--- config.mk ---
export PLATFORM = sky130hd
export DESIGN_NAME = periodic_task_timer_scheduler_unit_flat
export DESIGN_NICKNAME = d
export VERILOG_FILES = /design/src/design/ptts_pkg.sv /design/src/design/ptts_req_if.sv /design/src/design/ptts_rsp_if.sv /design/src/design/ptts_ram.sv /design/src/design/ptts_dp.sv /design/src/design/ptts_ctrl.sv /design/src/design/periodic_task_timer_scheduler_unit.sv /design/src/flat_wrapper.sv
export SDC_FILE = /design/constraint.sdc
export NUM_CORES = 2
export LEC_CHECK = 0
export ABC_AREA = 1
export BUFFER_PORTS_ARGS = -buffer_cell sky130_fd_sc_hd__buf_4
export CAP_MARGIN = 10
export CORE_AREA = 2 2 392 394
export CTS_BUF_LIST = sky130_fd_sc_hd__clkbuf_4 sky130_fd_sc_hd__clkbuf_8
export DETAILED_ROUTE_END_ITERATION = 16
export DIE_AREA = 0 0 394 396
export PLACE_DENSITY = 0.73
export SKIP_CTS_REPAIR_TIMING = 1
export SLEW_MARGIN = 20
export SYNTH_ARGS = -nofsm -noshare
export SYNTH_HDL_FRONTEND = slang
export SYNTH_SLANG_ARGS = --single-unit
--- constraint.sdc ---
create_clock -name clk -period 9.3 [get_ports clk]
set_input_delay 0.465 -clock clk [delete_from_list [all_inputs] [get_ports clk]]
set_output_delay 0.465 -clock clk [all_outputs]
set_load 0.1 [all_outputs]
--- src/design/ptts_pkg.sv ---
// ----------------------------------------------------------------------------
// ptts_pkg
// Shared constants, types and helpers of the periodic task timer scheduler.
// ----------------------------------------------------------------------------
package ptts_pkg;

  localparam int MAX_TASKS = 16;
  localparam int MAX_OUT   = 16;
  localparam int TASK_W    = (MAX_TASKS > 1) ? $clog2(MAX_TASKS) : 1;
  localparam int CNT_W     = $clog2(MAX_TASKS + 1);
  localparam int FIRE_W    = $clog2(MAX_OUT + 1);
  localparam int TIME_W    = 48;
  localparam int IVAL_W    = 32;

  localparam logic [1:0] KIND_REG  = 2'd0;
  localparam logic [1:0] KIND_TOG  = 2'd1;
  localparam logic [1:0] KIND_TICK = 2'd2;
  localparam logic [1:0] KIND_ANN  = 2'd3;

  localparam logic [2:0] RK_REGISTERED = 3'd0;
  localparam logic [2:0] RK_TOGGLED    = 3'd1;
  localparam logic [2:0] RK_FIRED      = 3'd2;
  localparam logic [2:0] RK_REPORT     = 3'd3;
  localparam logic [2:0] RK_IDLE       = 3'd4;
  localparam logic [2:0] RK_REJECTED   = 3'd5;

  typedef logic [2:0] emit_sel_t;
  localparam emit_sel_t EM_REJ  = 3'd0;
  localparam emit_sel_t EM_REG  = 3'd1;
  localparam emit_sel_t EM_TOG  = 3'd2;
  localparam emit_sel_t EM_IDLE = 3'd3;
  localparam emit_sel_t EM_REP  = 3'd4;
  localparam emit_sel_t EM_PEND = 3'd5;

  typedef struct packed {
    logic      load;
    logic      tick_start;
    logic      ann_start;
    logic      ann_step;
    logic      scan_start;
    logic      scan_run;
    logic      reg_write;
    logic      tog_write;
    logic      fire_a;
    logic      fire_b;
    logic      emit;
    emit_sel_t emit_sel;
    logic      emit_last;
  } ptts_cmd_t;

  typedef struct packed {
    logic out_free;
    logic full;
    logic tog_bad;
    logic cnt_zero;
    logic ann_last;
    logic scan_done;
    logic found;
    logic pend_valid;
    logic fire_full;
  } ptts_stat_t;

  function automatic logic [TIME_W-1:0] sat_add(input logic [TIME_W-1:0] a,
                                                input logic [TIME_W-1:0] b);
    logic [TIME_W:0] s;
    s = {1'b0, a} + {1'b0, b};
    return s[TIME_W] ? {TIME_W{1'b1}} : s[TIME_W-1:0];
  endfunction

endpackage

--- src/design/ptts_req_if.sv ---
// ----------------------------------------------------------------------------
// ptts_req_if
// Request channel: one beat per scheduler item.
// ----------------------------------------------------------------------------
interface ptts_req_if;
  logic        valid;
  logic        ready;
  logic [1:0]  kind;
  logic [31:0] interval_ms;
  logic        start_on;
  logic [3:0]  task_id;
  logic [47:0] now_ms;

  modport source (output valid, kind, interval_ms, start_on, task_id, now_ms,
                  input ready);
  modport sink   (input valid, kind, interval_ms, start_on, task_id, now_ms,
                  output ready);
endinterface

--- src/design/ptts_rsp_if.sv ---
// ----------------------------------------------------------------------------
// ptts_rsp_if
// Response channel: one beat per scheduler result.
// ----------------------------------------------------------------------------
interface ptts_rsp_if;
  logic       valid;
  logic       ready;
  logic [2:0] result_kind;
  logic [3:0] task_number;
  logic       enabled;
  logic       call_periodic;
  logic       last;

  modport source (output valid, result_kind, task_number, enabled, call_periodic, last,
                  input ready);
  modport sink   (input valid, result_kind, task_number, enabled, call_periodic, last,
                  output ready);
endinterface

--- src/design/ptts_ram.sv ---
// ----------------------------------------------------------------------------
// ptts_ram
// Generic single write port RAM with one registered read port.
// ----------------------------------------------------------------------------
module ptts_ram #(
  parameter int WIDTH = 8,
  parameter int DEPTH = 16
) (
  input  logic                                         clk,
  input  logic                                         we,
  input  logic [((DEPTH > 1) ? $clog2(DEPTH) : 1)-1:0] waddr,
  input  logic [WIDTH-1:0]                             wdata,
  input  logic [((DEPTH > 1) ? $clog2(DEPTH) : 1)-1:0] raddr,
  output logic [WIDTH-1:0]                             rdata
);
  logic [WIDTH-1:0] mem [DEPTH];

  always_ff @(posedge clk) begin
    if (we) begin
      mem[waddr] <= wdata;
    end
    rdata <= mem[raddr];
  end
endmodule

--- src/design/ptts_dp.sv ---
// ----------------------------------------------------------------------------
// ptts_dp
// Datapath: task tables, deadline scan, deadline update and result register.
// ----------------------------------------------------------------------------
module ptts_dp (
  input  logic                 clk,
  input  logic                 rst,
  input  ptts_pkg::ptts_cmd_t  cmd,
  output ptts_pkg::ptts_stat_t stat,
  input  logic [31:0]          interval_ms,
  input  logic                 start_on,
  input  logic [3:0]           task_id,
  input  logic [47:0]          now_ms,
  output logic                 out_valid,
  input  logic                 out_ready,
  output logic [2:0]           result_kind,
  output logic [3:0]           task_number,
  output logic                 enabled,
  output logic                 call_periodic,
  output logic                 last
);
  localparam int TW = ptts_pkg::TASK_W;
  localparam int CW = ptts_pkg::CNT_W;
  localparam int FW = ptts_pkg::FIRE_W;
  localparam int NT = ptts_pkg::MAX_TASKS;

  // latched item
  logic [ptts_pkg::IVAL_W-1:0] ival;
  logic                        on;
  logic [3:0]                  id;
  logic [ptts_pkg::TIME_W-1:0] now;

  logic [CW-1:0]               count;
  logic [NT-1:0]               en;
  logic [NT-1:0]               done;

  logic [CW-1:0]               issue;
  logic                        cmp_valid;
  logic [TW-1:0]               cmp_idx;
  logic                        found;
  logic [TW-1:0]               best;
  logic [ptts_pkg::TIME_W-1:0] best_dl;
  logic [ptts_pkg::TIME_W-1:0] nx1;
  logic [ptts_pkg::TIME_W-1:0] alt;
  logic [FW-1:0]               fired;
  logic                        pend_valid;
  logic [3:0]                  pend_num;
  logic                        pend_en;
  logic [TW-1:0]               ann_idx;

  logic [ptts_pkg::IVAL_W-1:0] ival_c;
  logic [TW-1:0]               id_idx;
  logic [TW-1:0]               cnt_idx;
  logic [TW-1:0]               en_ridx;
  logic                        en_rd;
  logic [ptts_pkg::TIME_W-1:0] nx;
  logic [ptts_pkg::TIME_W-1:0] dl_wdata;
  logic [TW-1:0]               dl_waddr;
  logic                        dl_we;
  logic [ptts_pkg::TIME_W-1:0] dl_rdata;
  logic [ptts_pkg::IVAL_W-1:0] iv_rdata;
  logic [31:0]                 ann_end;
  logic [2:0]                  o_kind;
  logic [3:0]                  o_num;
  logic                        o_en;
  logic                        o_call;

  assign ival_c  = (ival == '0) ? ptts_pkg::IVAL_W'(1) : ival;
  assign id_idx  = TW'(id);
  assign cnt_idx = count[TW-1:0];
  assign nx      = (nx1 <= now) ? alt : nx1;
  assign ann_end = (32'(count) > 32'(ptts_pkg::MAX_OUT)) ? 32'(ptts_pkg::MAX_OUT)
                                                          : 32'(count);

  assign dl_we    = cmd.reg_write | cmd.fire_b;
  assign dl_waddr = cmd.reg_write ? cnt_idx : best;
  assign dl_wdata = cmd.reg_write ? ptts_pkg::sat_add(now, ptts_pkg::TIME_W'(ival_c)) : nx;

  ptts_ram #(.WIDTH(ptts_pkg::TIME_W), .DEPTH(NT)) u_deadline (
    .clk   (clk),
    .we    (dl_we),
    .waddr (dl_waddr),
    .wdata (dl_wdata),
    .raddr (issue[TW-1:0]),
    .rdata (dl_rdata)
  );

  ptts_ram #(.WIDTH(ptts_pkg::IVAL_W), .DEPTH(NT)) u_interval (
    .clk   (clk),
    .we    (cmd.reg_write),
    .waddr (cnt_idx),
    .wdata (ival_c),
    .raddr (best),
    .rdata (iv_rdata)
  );

  // single read port on the enable bits
  always_comb begin
    case (cmd.emit_sel)
      ptts_pkg::EM_TOG: en_ridx = id_idx;
      ptts_pkg::EM_REP: en_ridx = ann_idx;
      default:          en_ridx = best;
    endcase
  end
  assign en_rd = en[en_ridx];

  always_comb begin
    stat.out_free   = !out_valid || out_ready;
    stat.full       = (32'(count) >= 32'(NT));
    stat.tog_bad    = (32'(id) >= 32'(count)) || (32'(id) >= 32'(NT));
    stat.cnt_zero   = (count == '0);
    stat.ann_last   = (32'(ann_idx) + 32'd1 == ann_end);
    stat.scan_done  = (issue == count) && !cmp_valid;
    stat.found      = found;
    stat.pend_valid = pend_valid;
    stat.fire_full  = (fired == FW'(ptts_pkg::MAX_OUT - 1));
  end

  always_comb begin
    o_kind = ptts_pkg::RK_IDLE;
    o_num  = '0;
    o_en   = 1'b0;
    o_call = 1'b0;
    case (cmd.emit_sel)
      ptts_pkg::EM_REJ: begin
        o_kind = ptts_pkg::RK_REJECTED;
      end
      ptts_pkg::EM_REG: begin
        o_kind = ptts_pkg::RK_REGISTERED;
        o_num  = 4'(count);
        o_en   = on;
      end
      ptts_pkg::EM_TOG: begin
        o_kind = ptts_pkg::RK_TOGGLED;
        o_num  = id;
        o_en   = ~en_rd;
      end
      ptts_pkg::EM_REP: begin
        o_kind = ptts_pkg::RK_REPORT;
        o_num  = 4'(ann_idx);
        o_en   = en_rd;
      end
      ptts_pkg::EM_PEND: begin
        o_kind = ptts_pkg::RK_FIRED;
        o_num  = pend_num;
        o_en   = pend_en;
        o_call = pend_en;
      end
      default: begin
        o_kind = ptts_pkg::RK_IDLE;
      end
    endcase
  end

  // payload and table registers
  always_ff @(posedge clk) begin
    if (cmd.load) begin
      ival <= interval_ms;
      on   <= start_on;
      id   <= task_id;
      now  <= now_ms;
    end
    if (cmd.reg_write) begin
      en[cnt_idx] <= on;
    end
    if (cmd.tog_write) begin
      en[id_idx] <= ~en_rd;
    end
    if (cmd.ann_start) begin
      ann_idx <= '0;
    end else if (cmd.ann_step) begin
      ann_idx <= ann_idx + TW'(1);
    end
    if (cmd.tick_start) begin
      done <= '0;
    end else if (cmd.fire_b) begin
      done[best] <= 1'b1;
    end
    if (cmd.scan_run && !cmd.scan_start) begin
      cmp_idx <= issue[TW-1:0];
      if (cmp_valid && !done[cmp_idx] && dl_rdata <= now &&
          (!found || dl_rdata < best_dl)) begin
        best    <= cmp_idx;
        best_dl <= dl_rdata;
      end
    end
    if (cmd.fire_a) begin
      nx1 <= ptts_pkg::sat_add(best_dl, ptts_pkg::TIME_W'(iv_rdata));
      alt <= ptts_pkg::sat_add(now, ptts_pkg::TIME_W'(iv_rdata));
    end
    if (cmd.fire_b) begin
      pend_num <= 4'(best);
      pend_en  <= en_rd;
    end
    if (cmd.emit) begin
      result_kind   <= o_kind;
      task_number   <= o_num;
      enabled       <= o_en;
      call_periodic <= o_call;
      last          <= cmd.emit_last;
    end
  end

  // control registers
  always_ff @(posedge clk) begin
    if (rst) begin
      count      <= '0;
      issue      <= '0;
      cmp_valid  <= 1'b0;
      found      <= 1'b0;
      fired      <= '0;
      pend_valid <= 1'b0;
      out_valid  <= 1'b0;
    end else begin
      if (cmd.reg_write) begin
        count <= count + CW'(1);
      end
      if (cmd.scan_start) begin
        issue     <= '0;
        cmp_valid <= 1'b0;
        found     <= 1'b0;
      end else if (cmd.scan_run) begin
        if (issue < count) begin
          issue     <= issue + CW'(1);
          cmp_valid <= 1'b1;
        end else begin
          cmp_valid <= 1'b0;
        end
        if (cmp_valid && !done[cmp_idx] && dl_rdata <= now &&
            (!found || dl_rdata < best_dl)) begin
          found <= 1'b1;
        end
      end
      if (cmd.tick_start) begin
        fired      <= '0;
        pend_valid <= 1'b0;
      end else if (cmd.fire_b) begin
        fired      <= fired + FW'(1);
        pend_valid <= 1'b1;
      end
      if (cmd.emit) begin
        out_valid <= 1'b1;
      end else if (out_ready) begin
        out_valid <= 1'b0;
      end
    end
  end
endmodule

--- src/design/ptts_ctrl.sv ---
// ----------------------------------------------------------------------------
// ptts_ctrl
// Controller: sequences register, toggle, tick and announce items.
// ----------------------------------------------------------------------------
module ptts_ctrl (
  input  logic                 clk,
  input  logic                 rst,
  input  logic                 in_valid,
  input  logic [1:0]           in_kind,
  output logic                 in_ready,
  input  ptts_pkg::ptts_stat_t stat,
  output ptts_pkg::ptts_cmd_t  cmd
);
  localparam logic [3:0] S_IDLE   = 4'd0;
  localparam logic [3:0] S_REG    = 4'd1;
  localparam logic [3:0] S_TOG    = 4'd2;
  localparam logic [3:0] S_ANN    = 4'd3;
  localparam logic [3:0] S_SCAN   = 4'd4;
  localparam logic [3:0] S_DECIDE = 4'd5;
  localparam logic [3:0] S_FIRE_A = 4'd6;
  localparam logic [3:0] S_FIRE_B = 4'd7;
  localparam logic [3:0] S_FLUSH  = 4'd8;

  logic [3:0] state;
  logic [3:0] state_next;

  always_ff @(posedge clk) begin
    if (rst) begin
      state <= S_IDLE;
    end else begin
      state <= state_next;
    end
  end

  always_comb begin
    state_next = state;
    cmd        = '0;
    cmd.emit_sel = ptts_pkg::EM_IDLE;
    in_ready   = 1'b0;
    case (state)
      S_IDLE: begin
        in_ready = 1'b1;
        if (in_valid) begin
          cmd.load = 1'b1;
          case (in_kind)
            ptts_pkg::KIND_REG: state_next = S_REG;
            ptts_pkg::KIND_TOG: state_next = S_TOG;
            ptts_pkg::KIND_TICK: begin
              cmd.tick_start = 1'b1;
              cmd.scan_start = 1'b1;
              state_next     = S_SCAN;
            end
            default: begin
              cmd.ann_start = 1'b1;
              state_next    = S_ANN;
            end
          endcase
        end
      end
      S_REG: begin
        if (stat.out_free) begin
          cmd.emit      = 1'b1;
          cmd.emit_last = 1'b1;
          cmd.emit_sel  = stat.full ? ptts_pkg::EM_REJ : ptts_pkg::EM_REG;
          cmd.reg_write = !stat.full;
          state_next    = S_IDLE;
        end
      end
      S_TOG: begin
        cmd.emit_sel = stat.tog_bad ? ptts_pkg::EM_REJ : ptts_pkg::EM_TOG;
        if (stat.out_free) begin
          cmd.emit      = 1'b1;
          cmd.emit_last = 1'b1;
          cmd.tog_write = !stat.tog_bad;
          state_next    = S_IDLE;
        end
      end
      S_ANN: begin
        if (stat.cnt_zero) begin
          if (stat.out_free) begin
            cmd.emit      = 1'b1;
            cmd.emit_last = 1'b1;
            state_next    = S_IDLE;
          end
        end else begin
          cmd.emit_sel = ptts_pkg::EM_REP;
          if (stat.out_free) begin
            cmd.emit      = 1'b1;
            cmd.emit_last = stat.ann_last;
            cmd.ann_step  = 1'b1;
            if (stat.ann_last) begin
              state_next = S_IDLE;
            end
          end
        end
      end
      S_SCAN: begin
        cmd.scan_run = 1'b1;
        if (stat.scan_done) begin
          state_next = S_DECIDE;
        end
      end
      S_DECIDE: begin
        if (stat.found) begin
          if (!stat.pend_valid) begin
            state_next = S_FIRE_A;
          end else if (stat.out_free) begin
            cmd.emit     = 1'b1;
            cmd.emit_sel = ptts_pkg::EM_PEND;
            state_next   = S_FIRE_A;
          end
        end else if (stat.out_free) begin
          cmd.emit      = 1'b1;
          cmd.emit_last = 1'b1;
          cmd.emit_sel  = stat.pend_valid ? ptts_pkg::EM_PEND : ptts_pkg::EM_IDLE;
          state_next    = S_IDLE;
        end
      end
      S_FIRE_A: begin
        cmd.fire_a = 1'b1;
        state_next = S_FIRE_B;
      end
      S_FIRE_B: begin
        cmd.fire_b = 1'b1;
        if (stat.fire_full) begin
          state_next = S_FLUSH;
        end else begin
          cmd.scan_start = 1'b1;
          state_next     = S_SCAN;
        end
      end
      S_FLUSH: begin
        cmd.emit_sel = ptts_pkg::EM_PEND;
        if (stat.out_free) begin
          cmd.emit      = 1'b1;
          cmd.emit_last = 1'b1;
          state_next    = S_IDLE;
        end
      end
      default: begin
        state_next = S_IDLE;
      end
    endcase
  end
endmodule

--- src/design/periodic_task_timer_scheduler_unit.sv ---
// ----------------------------------------------------------------------------
// periodic_task_timer_scheduler_unit
// Table of periodic tasks: register, toggle, tick (fire due tasks in deadline
// order) and announce items, each answered by one or more result beats.
//
//   channel  role    beat
//   req      sink    one item: kind, interval_ms, start_on, task_id, now_ms
//   rsp      source  one result: result_kind, task_number, enabled,
//                    call_periodic, last
//
// Register and toggle answer with one beat; announce with one beat per task
// (an idle beat when empty). Tick: each fired task costs a deadline scan and
// an update in states FIRE_A and FIRE_B; a final scan finds nothing, or 16
// fires end in a flush state.
// Reset (rst, synchronous) empties the table; task entries need no clearing.
// A stalled rsp holds the controller; req is taken again once an item is done.
// ----------------------------------------------------------------------------
module periodic_task_timer_scheduler_unit (
  input  logic       clk,
  input  logic       rst,
  ptts_req_if.sink   req,
  ptts_rsp_if.source rsp
);
  ptts_pkg::ptts_cmd_t  cmd;
  ptts_pkg::ptts_stat_t stat;

  ptts_ctrl u_ctrl (
    .clk      (clk),
    .rst      (rst),
    .in_valid (req.valid),
    .in_kind  (req.kind),
    .in_ready (req.ready),
    .stat     (stat),
    .cmd      (cmd)
  );

  ptts_dp u_dp (
    .clk           (clk),
    .rst           (rst),
    .cmd           (cmd),
    .stat          (stat),
    .interval_ms   (req.interval_ms),
    .start_on      (req.start_on),
    .task_id       (req.task_id),
    .now_ms        (req.now_ms),
    .out_valid     (rsp.valid),
    .out_ready     (rsp.ready),
    .result_kind   (rsp.result_kind),
    .task_number   (rsp.task_number),
    .enabled       (rsp.enabled),
    .call_periodic (rsp.call_periodic),
    .last          (rsp.last)
  );
endmodule
--- src/flat_wrapper.sv ---
// flat-port wrapper written by rule: the top's interface ports become plain ports
module periodic_task_timer_scheduler_unit_flat 
  (clk, rst, req_valid, req_kind, req_interval_ms, req_start_on, req_task_id, req_now_ms, req_ready, rsp_valid, rsp_result_kind, rsp_task_number, rsp_enabled, rsp_call_periodic, rsp_last, rsp_ready);
  ptts_req_if req_i ();
  ptts_rsp_if rsp_i ();
  input  logic clk;
  input  logic rst;
  input wire logic [$bits(req_i.valid)-1:0] req_valid;
  input wire logic [$bits(req_i.kind)-1:0] req_kind;
  input wire logic [$bits(req_i.interval_ms)-1:0] req_interval_ms;
  input wire logic [$bits(req_i.start_on)-1:0] req_start_on;
  input wire logic [$bits(req_i.task_id)-1:0] req_task_id;
  input wire logic [$bits(req_i.now_ms)-1:0] req_now_ms;
  output wire logic [$bits(req_i.ready)-1:0] req_ready;
  output wire logic [$bits(rsp_i.valid)-1:0] rsp_valid;
  output wire logic [$bits(rsp_i.result_kind)-1:0] rsp_result_kind;
  output wire logic [$bits(rsp_i.task_number)-1:0] rsp_task_number;
  output wire logic [$bits(rsp_i.enabled)-1:0] rsp_enabled;
  output wire logic [$bits(rsp_i.call_periodic)-1:0] rsp_call_periodic;
  output wire logic [$bits(rsp_i.last)-1:0] rsp_last;
  input wire logic [$bits(rsp_i.ready)-1:0] rsp_ready;
  assign req_i.valid = req_valid;
  assign req_i.kind = req_kind;
  assign req_i.interval_ms = req_interval_ms;
  assign req_i.start_on = req_start_on;
  assign req_i.task_id = req_task_id;
  assign req_i.now_ms = req_now_ms;
  assign req_ready = req_i.ready;
  assign rsp_valid = rsp_i.valid;
  assign rsp_result_kind = rsp_i.result_kind;
  assign rsp_task_number = rsp_i.task_number;
  assign rsp_enabled = rsp_i.enabled;
  assign rsp_call_periodic = rsp_i.call_periodic;
  assign rsp_last = rsp_i.last;
  assign rsp_i.ready = rsp_ready;
  periodic_task_timer_scheduler_unit u_core (.clk(clk), .rst(rst), .req(req_i), .rsp(rsp_i));
endmodule
# Yosys cells after proc, flatten, opt, wreduce, memory -nomap -nowiden
# Memory sizes are Yosys's and may differ from the RTL's. A register that Yosys moved wholly into a read port is not among the register bits.
# Index checks and enable logic that the tools add are counted.
[totals] reg_bits=311 ramBits=1280 out_inout_bits=12 memories=2
[op_classes] n_addsub=8 order_cmp=15 n_eq_ne=22 mux=74 bitwise=3 reduce_logical=31
[memory_table] memory="u_core.u_dp.u_deadline.mem" words=16 width=48 rd=1 rd_clocked_by_memory_dff=1 wr=1 line="ptts_ram.sv:16" text="logic [WIDTH-1:0] mem [DEPTH];"
[memory_table] memory="u_core.u_dp.u_interval.mem" words=16 width=32 rd=1 rd_clocked_by_memory_dff=1 wr=1 line="ptts_ram.sv:16"
[op_table] cell="$add A48 B32 Y49" n=3
[op_table] cell="$mux W48" n=3
[op_table] cell="$le A48 B48 Y1" n=2
[op_table] cell="$mux W4" n=14
[op_table] cell="$lt A48 B48 Y1" n=1
[op_table] cell="$bwmux W16" n=2
[op_table] cell="$logic_not A32 Y1" n=1
[op_table] cell="$mux W16" n=2
[op_table] cell="$mux W32" n=1
[op_table] cell="$mux W1" n=31
[op_table] cell="$pmux W4 S7" n=1
[op_table] cell="$lt A4 B5 Y1 const B" n=5
[op_table] cell="$pmux W5 S5" n=1
[op_table] cell="$eq A4 B3 Y1 const B" n=4
[op_table] cell="$or A16 B16 Y16" n=1
[op_table] cell="$pmux W4 S4" n=1
[op_table] cell="$add A5 B1 Y5 const B" n=3
[op_table] cell="$mux W5" n=3
[op_table] cell="$pmux W3 S5" n=1
[op_table] cell="$demux W1 S4" n=3
[op_table] cell="$ge A4 B1 Y1 const B" n=3
[op_table] cell="$mux W3" n=4
[op_table] cell="$eq A5 B5 Y1" n=2
[op_table] cell="$pmux W3 S3" n=1
[op_table] cell="39 further kinds" n=60

# Longest topological paths before layout
[logic_depth] word_depth=13 ltp_mapped=21

# Hierarchy
# Synthesis repeated with hierarchy kept, for this count alone.
[unflattened] hier_cells=8869 area_unflattened_um2=82379.0
[by_module_without_submodules] module="ptts_ram (u_core.u_dp.u_deadline)" instances=1 cells_each=3165 area_per_inst_um2=33988.8 seq_area_each_um2=24023.0
[by_module_without_submodules] module="ptts_dp" instances=1 cells_each=3452 area_per_inst_um2=24977.7 seq_area_each_um2=8668.3
[by_module_without_submodules] module="ptts_ram (u_core.u_dp.u_interval)" instances=1 cells_each=2120 area_per_inst_um2=22730.6 seq_area_each_um2=16015.4
[by_module_without_submodules] module="ptts_ctrl" instances=1 cells_each=132 area_per_inst_um2=681.9 seq_area_each_um2=80.1

# Least setup slack after synthesis
# OpenSTA, ideal clock, no wires.
[synth_timing] kind="reg2reg" startpoint="register u_core.u_ctrl.state[1]" endpoint="register u_core.u_dp.done[0]" arrival_time_ns=6.692 required_ns=9.172 setup_slack_ns=2.481 stages_incl_launch_ff=10 n_path_buf=1 cell_sequence="dfxtp_1 -> nor2_1 -> inv_1 -> nor2_1 -> inv_1 -> nor2_1 -> nand2_1 -> clkinv_1 -> buf_1 -> nor2_1"
[synth_between] elab_chain_cells=2
[synth_lines] element="from (decl)" line="ptts_ctrl.sv:24" text="logic [3:0] state;"
[synth_lines] element="from (signal assigned)" line="ptts_ctrl.sv:31" text="state <= state_next;"
[synth_lines] element="$eq A4 B3 Y1 or $logic_not A4 Y1 (tied branches)" line="ptts_ctrl.sv:40" text="case (state)"
[synth_lines] element="$mux W1 or $mux W3 (tied branches)" line="ptts_ctrl.sv:40"
[synth_lines] element="to (signal assigned)" line="ptts_dp.sv:175" text="done <= '0;"
[synth_lines] element="to (signal, indexed assignment)" line="ptts_dp.sv:177" text="done[best] <= 1'b1;"
[synth_lines] element="to (decl)" line="ptts_dp.sv:35" text="logic [NT-1:0] done;"
# Parallel ways exist; a longest one is shown, timed or not.
# A chain may end at the register's enable or synchronous reset.

# Worst setup path in the final report
[layout_timing] startpoint="register u_core.u_dp.ival[25] (netlist name)" endpoint="memory u_core.u_dp.u_deadline.mem[1][29] (netlist name) (data pin)"
[layout_between] elab_chain_cells=5
[layout_lines] element="from (decl)" line="ptts_dp.sv:28" text="logic [ptts_pkg::IVAL_W-1:0] ival;"
[layout_lines] element="from (signal assigned)" line="ptts_dp.sv:158" text="ival <= interval_ms;"
[layout_lines] element="$logic_not A32 Y1" line="ptts_dp.sv:68" text="assign ival_c = (ival == '0) ? ptts_pkg::IVAL_W'(1) : ival;"
[layout_lines] element="$mux W32" line="ptts_dp.sv:68"
[layout_lines] element="net u_core.u_dp.ival_c, one bit" line="ptts_dp.sv:51" text="logic [ptts_pkg::IVAL_W-1:0] ival_c;"
[layout_lines] element="$add A48 B32 Y49" line="ptts_pkg.sv:66" text="s = {1'b0, a} + {1'b0, b};"
[layout_lines] element="$mux W48" line="ptts_pkg.sv:67" text="return s[TIME_W] ? {TIME_W{1'b1}} : s[TIME_W-1:0];"
[layout_lines] element="$mux W48" line="ptts_dp.sv:77" text="assign dl_wdata = cmd.reg_write ? ptts_pkg::sat_add(now, ptts_pkg::TIME_W'(ival_c)) : nx;"
[layout_lines] element="net u_core.u_dp.dl_wdata, one bit" line="ptts_dp.sv:57" text="logic [ptts_pkg::TIME_W-1:0] dl_wdata;"
[layout_lines] element="to (decl)" line="ptts_ram.sv:16"
# The timed path passes the listed nets, and every way through them passes these cells.

==> results.yml <==
run_status:
  status: "finished clean"
drt:
  drc: 0
  wire_per_inst_um: 26.60
  drt_iter0_markers: 7176
  routed_wl_um: 243500
  vias: 56090
  postRouteAntennaNets: 0
  vias_per_cell: 6.127
  firstDrtPassIters: 8
grt:
  track_usage_pct: 30.43
  grt.overflow.total: 0
  grt_pass1_wl_um: 349500
  antenna_found_initial: 4
  grt_start_max_net_pins: 194
  grt_pass1_vias: 52978
critical_path:
  rrSetupSlack_ns: 3.40
  critPathBufInv: 4
  rr_startpoint: "u_core.u_dp.ival[25]$_DFFE_PP_"
  critPathMaxStageDelay_ns: 0.61
  cp-start-kind: "flip-flop"
  cp_max_fo: 26
  worstPathRequired_ns: 10.03
  worstSetupEndpointType: "flip-flop"
  crit_chain: "nor4_1 -> nand2_1 -> o41ai_2 -> buf_4 -> ha_1 -> inv_1 -> fa_1 -> inv_1 -> nand3_1 -> nand2_1 -> a21boi_2 -> o21ai_1 -> nand3_1 -> nand2_1 -> nand3_1 -> nand2_2 -> buf_4 -> o21ai_0 -> nand2_1"
  crit_top_cell: "nand2_1"
  critPathTopFamily: "simple AND/OR/NAND/NOR gates"
  r2r_cells: 19
  critPathKind: "reg2reg"
  r2r_end: "u_core.u_dp.u_deadline.mem[1][29]$_DFFE_PP_"
  slowest_stage: "edfxtp_1"
  crit_arrival_ns: 6.63
timing:
  hold_viol_final: 0
  fin_skew_ns: 0.08482
  period_needed_ns: 5.902
  maxSlewHeadroom_pct: 8.543
  max_slew.worst_pin.slew_ns: 1.361
  maxSlewViolCount: 0
  rsz0062_at_grt: "false"
  timing.fmax_ghz: 0.1694
  finalCritPeriodShare_pct: 63.46
  setup_viol: 0
  setup-tns-final_ns: 0
place:
  dpl.hpwl_um: 155300
  dpl-instance-area_um2: 78460
  buffer_ports.inserted: 102
  gp_congestion: 1.074
clock_tree:
  clkLatencyLatePin_ns: 1.03
  clock-sinks: 1671
  cts_tree: "yes"
  ctsHtreeMaxLevel: 5
  cts_buffers: 285
  cts.root.buffer_cell: "clkbuf_8"
  clk_pin_slew_ns: 0.06
  cts_buffer_depth: 4
final_layout:
  drive_above_1_share_pct: 11.37
  final_common_cell: "edfxtp_1"
  syn_to_final_growth_pct: 12.97
  post-route-util_pct: 56.25
  stdcell_area_um2: 85240
  final_cell_mix: "edfxtp_1, nand2_1, nand3_1"
  nets: 7273
yosys:
  synthFlopType: "edfxtp_1"
  synth_edf_count: 1532
  yosysSeqAreaShare_pct: 64.65
  ys_ff_latch: 1671
  synth_cell_type_count: 67
  syn_avg_cell_area_um2: 11.29
  syn_area_um2: 75460
  synth_cells: 6684
  yosysWarnings: 0
  async_reset_ff_share_pct: 0
  syn-num-nets: 7038
pwr:
  p_leak_nw: 30.90
  p_per_area_nw_per_um2: 242.0
  ir_worst_vdd_mv: 0.2674
  power_mw: 20.63
worst_hold_path:
  hold_depth: 5
  min_to: "u_core.u_dp.ann_idx[3]$_SDFFE_PP0P_"
  hp-class: "in2reg"
  hold_start: "req_kind[1]"
floorplanning:
  fp.coreArea_um2: 151500
  row_count: 143
  die_area_um2: 156000
  io_pins: 103
  initial_core_util_pct: 49.79
  fp.dieW_um: 394
  die_y_um: 396
job:
  cap_violations: 0
metrics by stage:
stage / setup slack, ns / std cells / hold WS (ns)
floorplan: 2.481 / 6684 / 0.4082
global placement: 3.857 / 8575 / 0.4337
detailed placement: 3.748 / 8575 / 0.4561
CTS: 3.683 / 9061 / -0.4352
global route: 3.141 / 9152 / 0.05077
finish: 3.398 / 9155 / 0.01065
state kept, by name (all words and copies together), names as in the netlist, 5 cells and up:
name and flops:
u_core.u_dp.u_deadline.mem 768, u_core.u_dp.u_interval.rdata 32, u_core.u_dp.issue 5, u_core.u_dp.alt 48
u_core.u_dp.ival 32, u_core.u_dp.now 48, u_core.u_dp.en 16, u_core.u_dp.done 16
u_core.u_dp.best_dl 48, u_core.u_dp.u_interval.mem 512, u_core.u_dp.count 5, u_core.u_dp.nx1 48
u_core.u_dp.u_deadline.rdata 48, u_core.u_dp.fired 5
tightest hold or removal path, cell delays in order:
cell and delay (ns):
buf_4 0.09, ha_1 0.18, nand2_1 0.11, o21ai_0 0.08
a21oi_1 0.04
cell type report:
cell class | instances | area (um^2)
fill | 12292 | 66300
clock buffer | 417 | 5170
timing repair buffer | 269 | 2262
tap | 2030 | 2540
multi-input combinational | 4216 | 23930
inverter | 476 | 1803
sequential | 1671 | 48800
antenna | 7 | 17.52
clock inverter | 69 | 719.4
logic make-up (layout without fill, tap and decap cells):
logic type | after synthesis | after routing | synth area share (%)
and+or+nand+nor | 2694 | 2694 | 15.79
other | 0 | 7 | 0
adders and majority gates | 263 | 263 | 4.391
muxes | 91 | 91 | 1.232
DFF | 1671 | 1671 | 64.65
buffers and inverters | 797 | 1231 | 4.059
AOI/OAI and AO/OA | 1101 | 1101 | 9.093
xor gates and xnor gates | 67 | 67 | 0.7777
where the power goes:
| group | switching, mW | leakage, nW | internal [mW] |
|---|---|---|---|
| clock network | 2.90 | 3.12 | 3.99 |
| logic | 3.02 | 12.8 | 0.959 |
| registers | 0.394 | 15.0 | 9.37 |
worst max path at each step:
| stage | slack [ns] | depth (start not counted) | end | from |
|---|---|---|---|---|
| detailed placement | 3.75 | 19 | u_core.u_dp.u_deadline.mem[11][26]$_DFFE_PP_ | u_core.u_dp.ival[24]$_DFFE_PP_ |
| CTS | 3.68 | 19 | u_core.u_dp.u_deadline.mem[0][26]$_DFFE_PP_ | u_core.u_dp.ival[27]$_DFFE_PP_ |
| floorplan | 2.48 | 9 | u_core.u_dp.done[0]$_SDFFE_PP0P_ | u_core.u_ctrl.state[1]$_SDFFE_PP0P_ |
| global placement | 3.86 | 19 | u_core.u_dp.u_deadline.mem[10][26]$_DFFE_PP_ | u_core.u_dp.ival[24]$_DFFE_PP_ |
| global route | 3.14 | 19 | u_core.u_dp.u_deadline.mem[6][6]$_DFFE_PP_ | u_core.u_dp.ival[25]$_DFFE_PP_ |
| finish | 3.40 | 19 | u_core.u_dp.u_deadline.mem[1][29]$_DFFE_PP_ | u_core.u_dp.ival[25]$_DFFE_PP_ |
routing by layer:
layer	vias to the layer above	track usage, %	share of wire (%)
li1	24675	-	-
met1	27264	40.63	39
met2	3495	46.50	45
met3	656	5.565	9.9
met4	0	18.45	6.5
met5	-	0	0
synth_stat cells (all sizes together) (44+ instances only):
master,n,area share (%)
nand3b,54,0.54
xor2,44,0.51
a21oi,278,1.8
nor2,754,3.8
clkbuf,254,1.3
nand2,937,4.8
nand4,78,0.65
buf,67,0.42
inv,472,2.4
mux2i,76,1.0
o32ai,116,1.3
nor3,60,0.46
ha,260,4.3
a22oi,130,1.3
nand3,731,4.9
edfxtp,1532,61
o221ai,78,0.91
or2,50,0.41
o21ai,383,2.6
dfxtp,139,3.7
(Power assumes the default switching activity.)
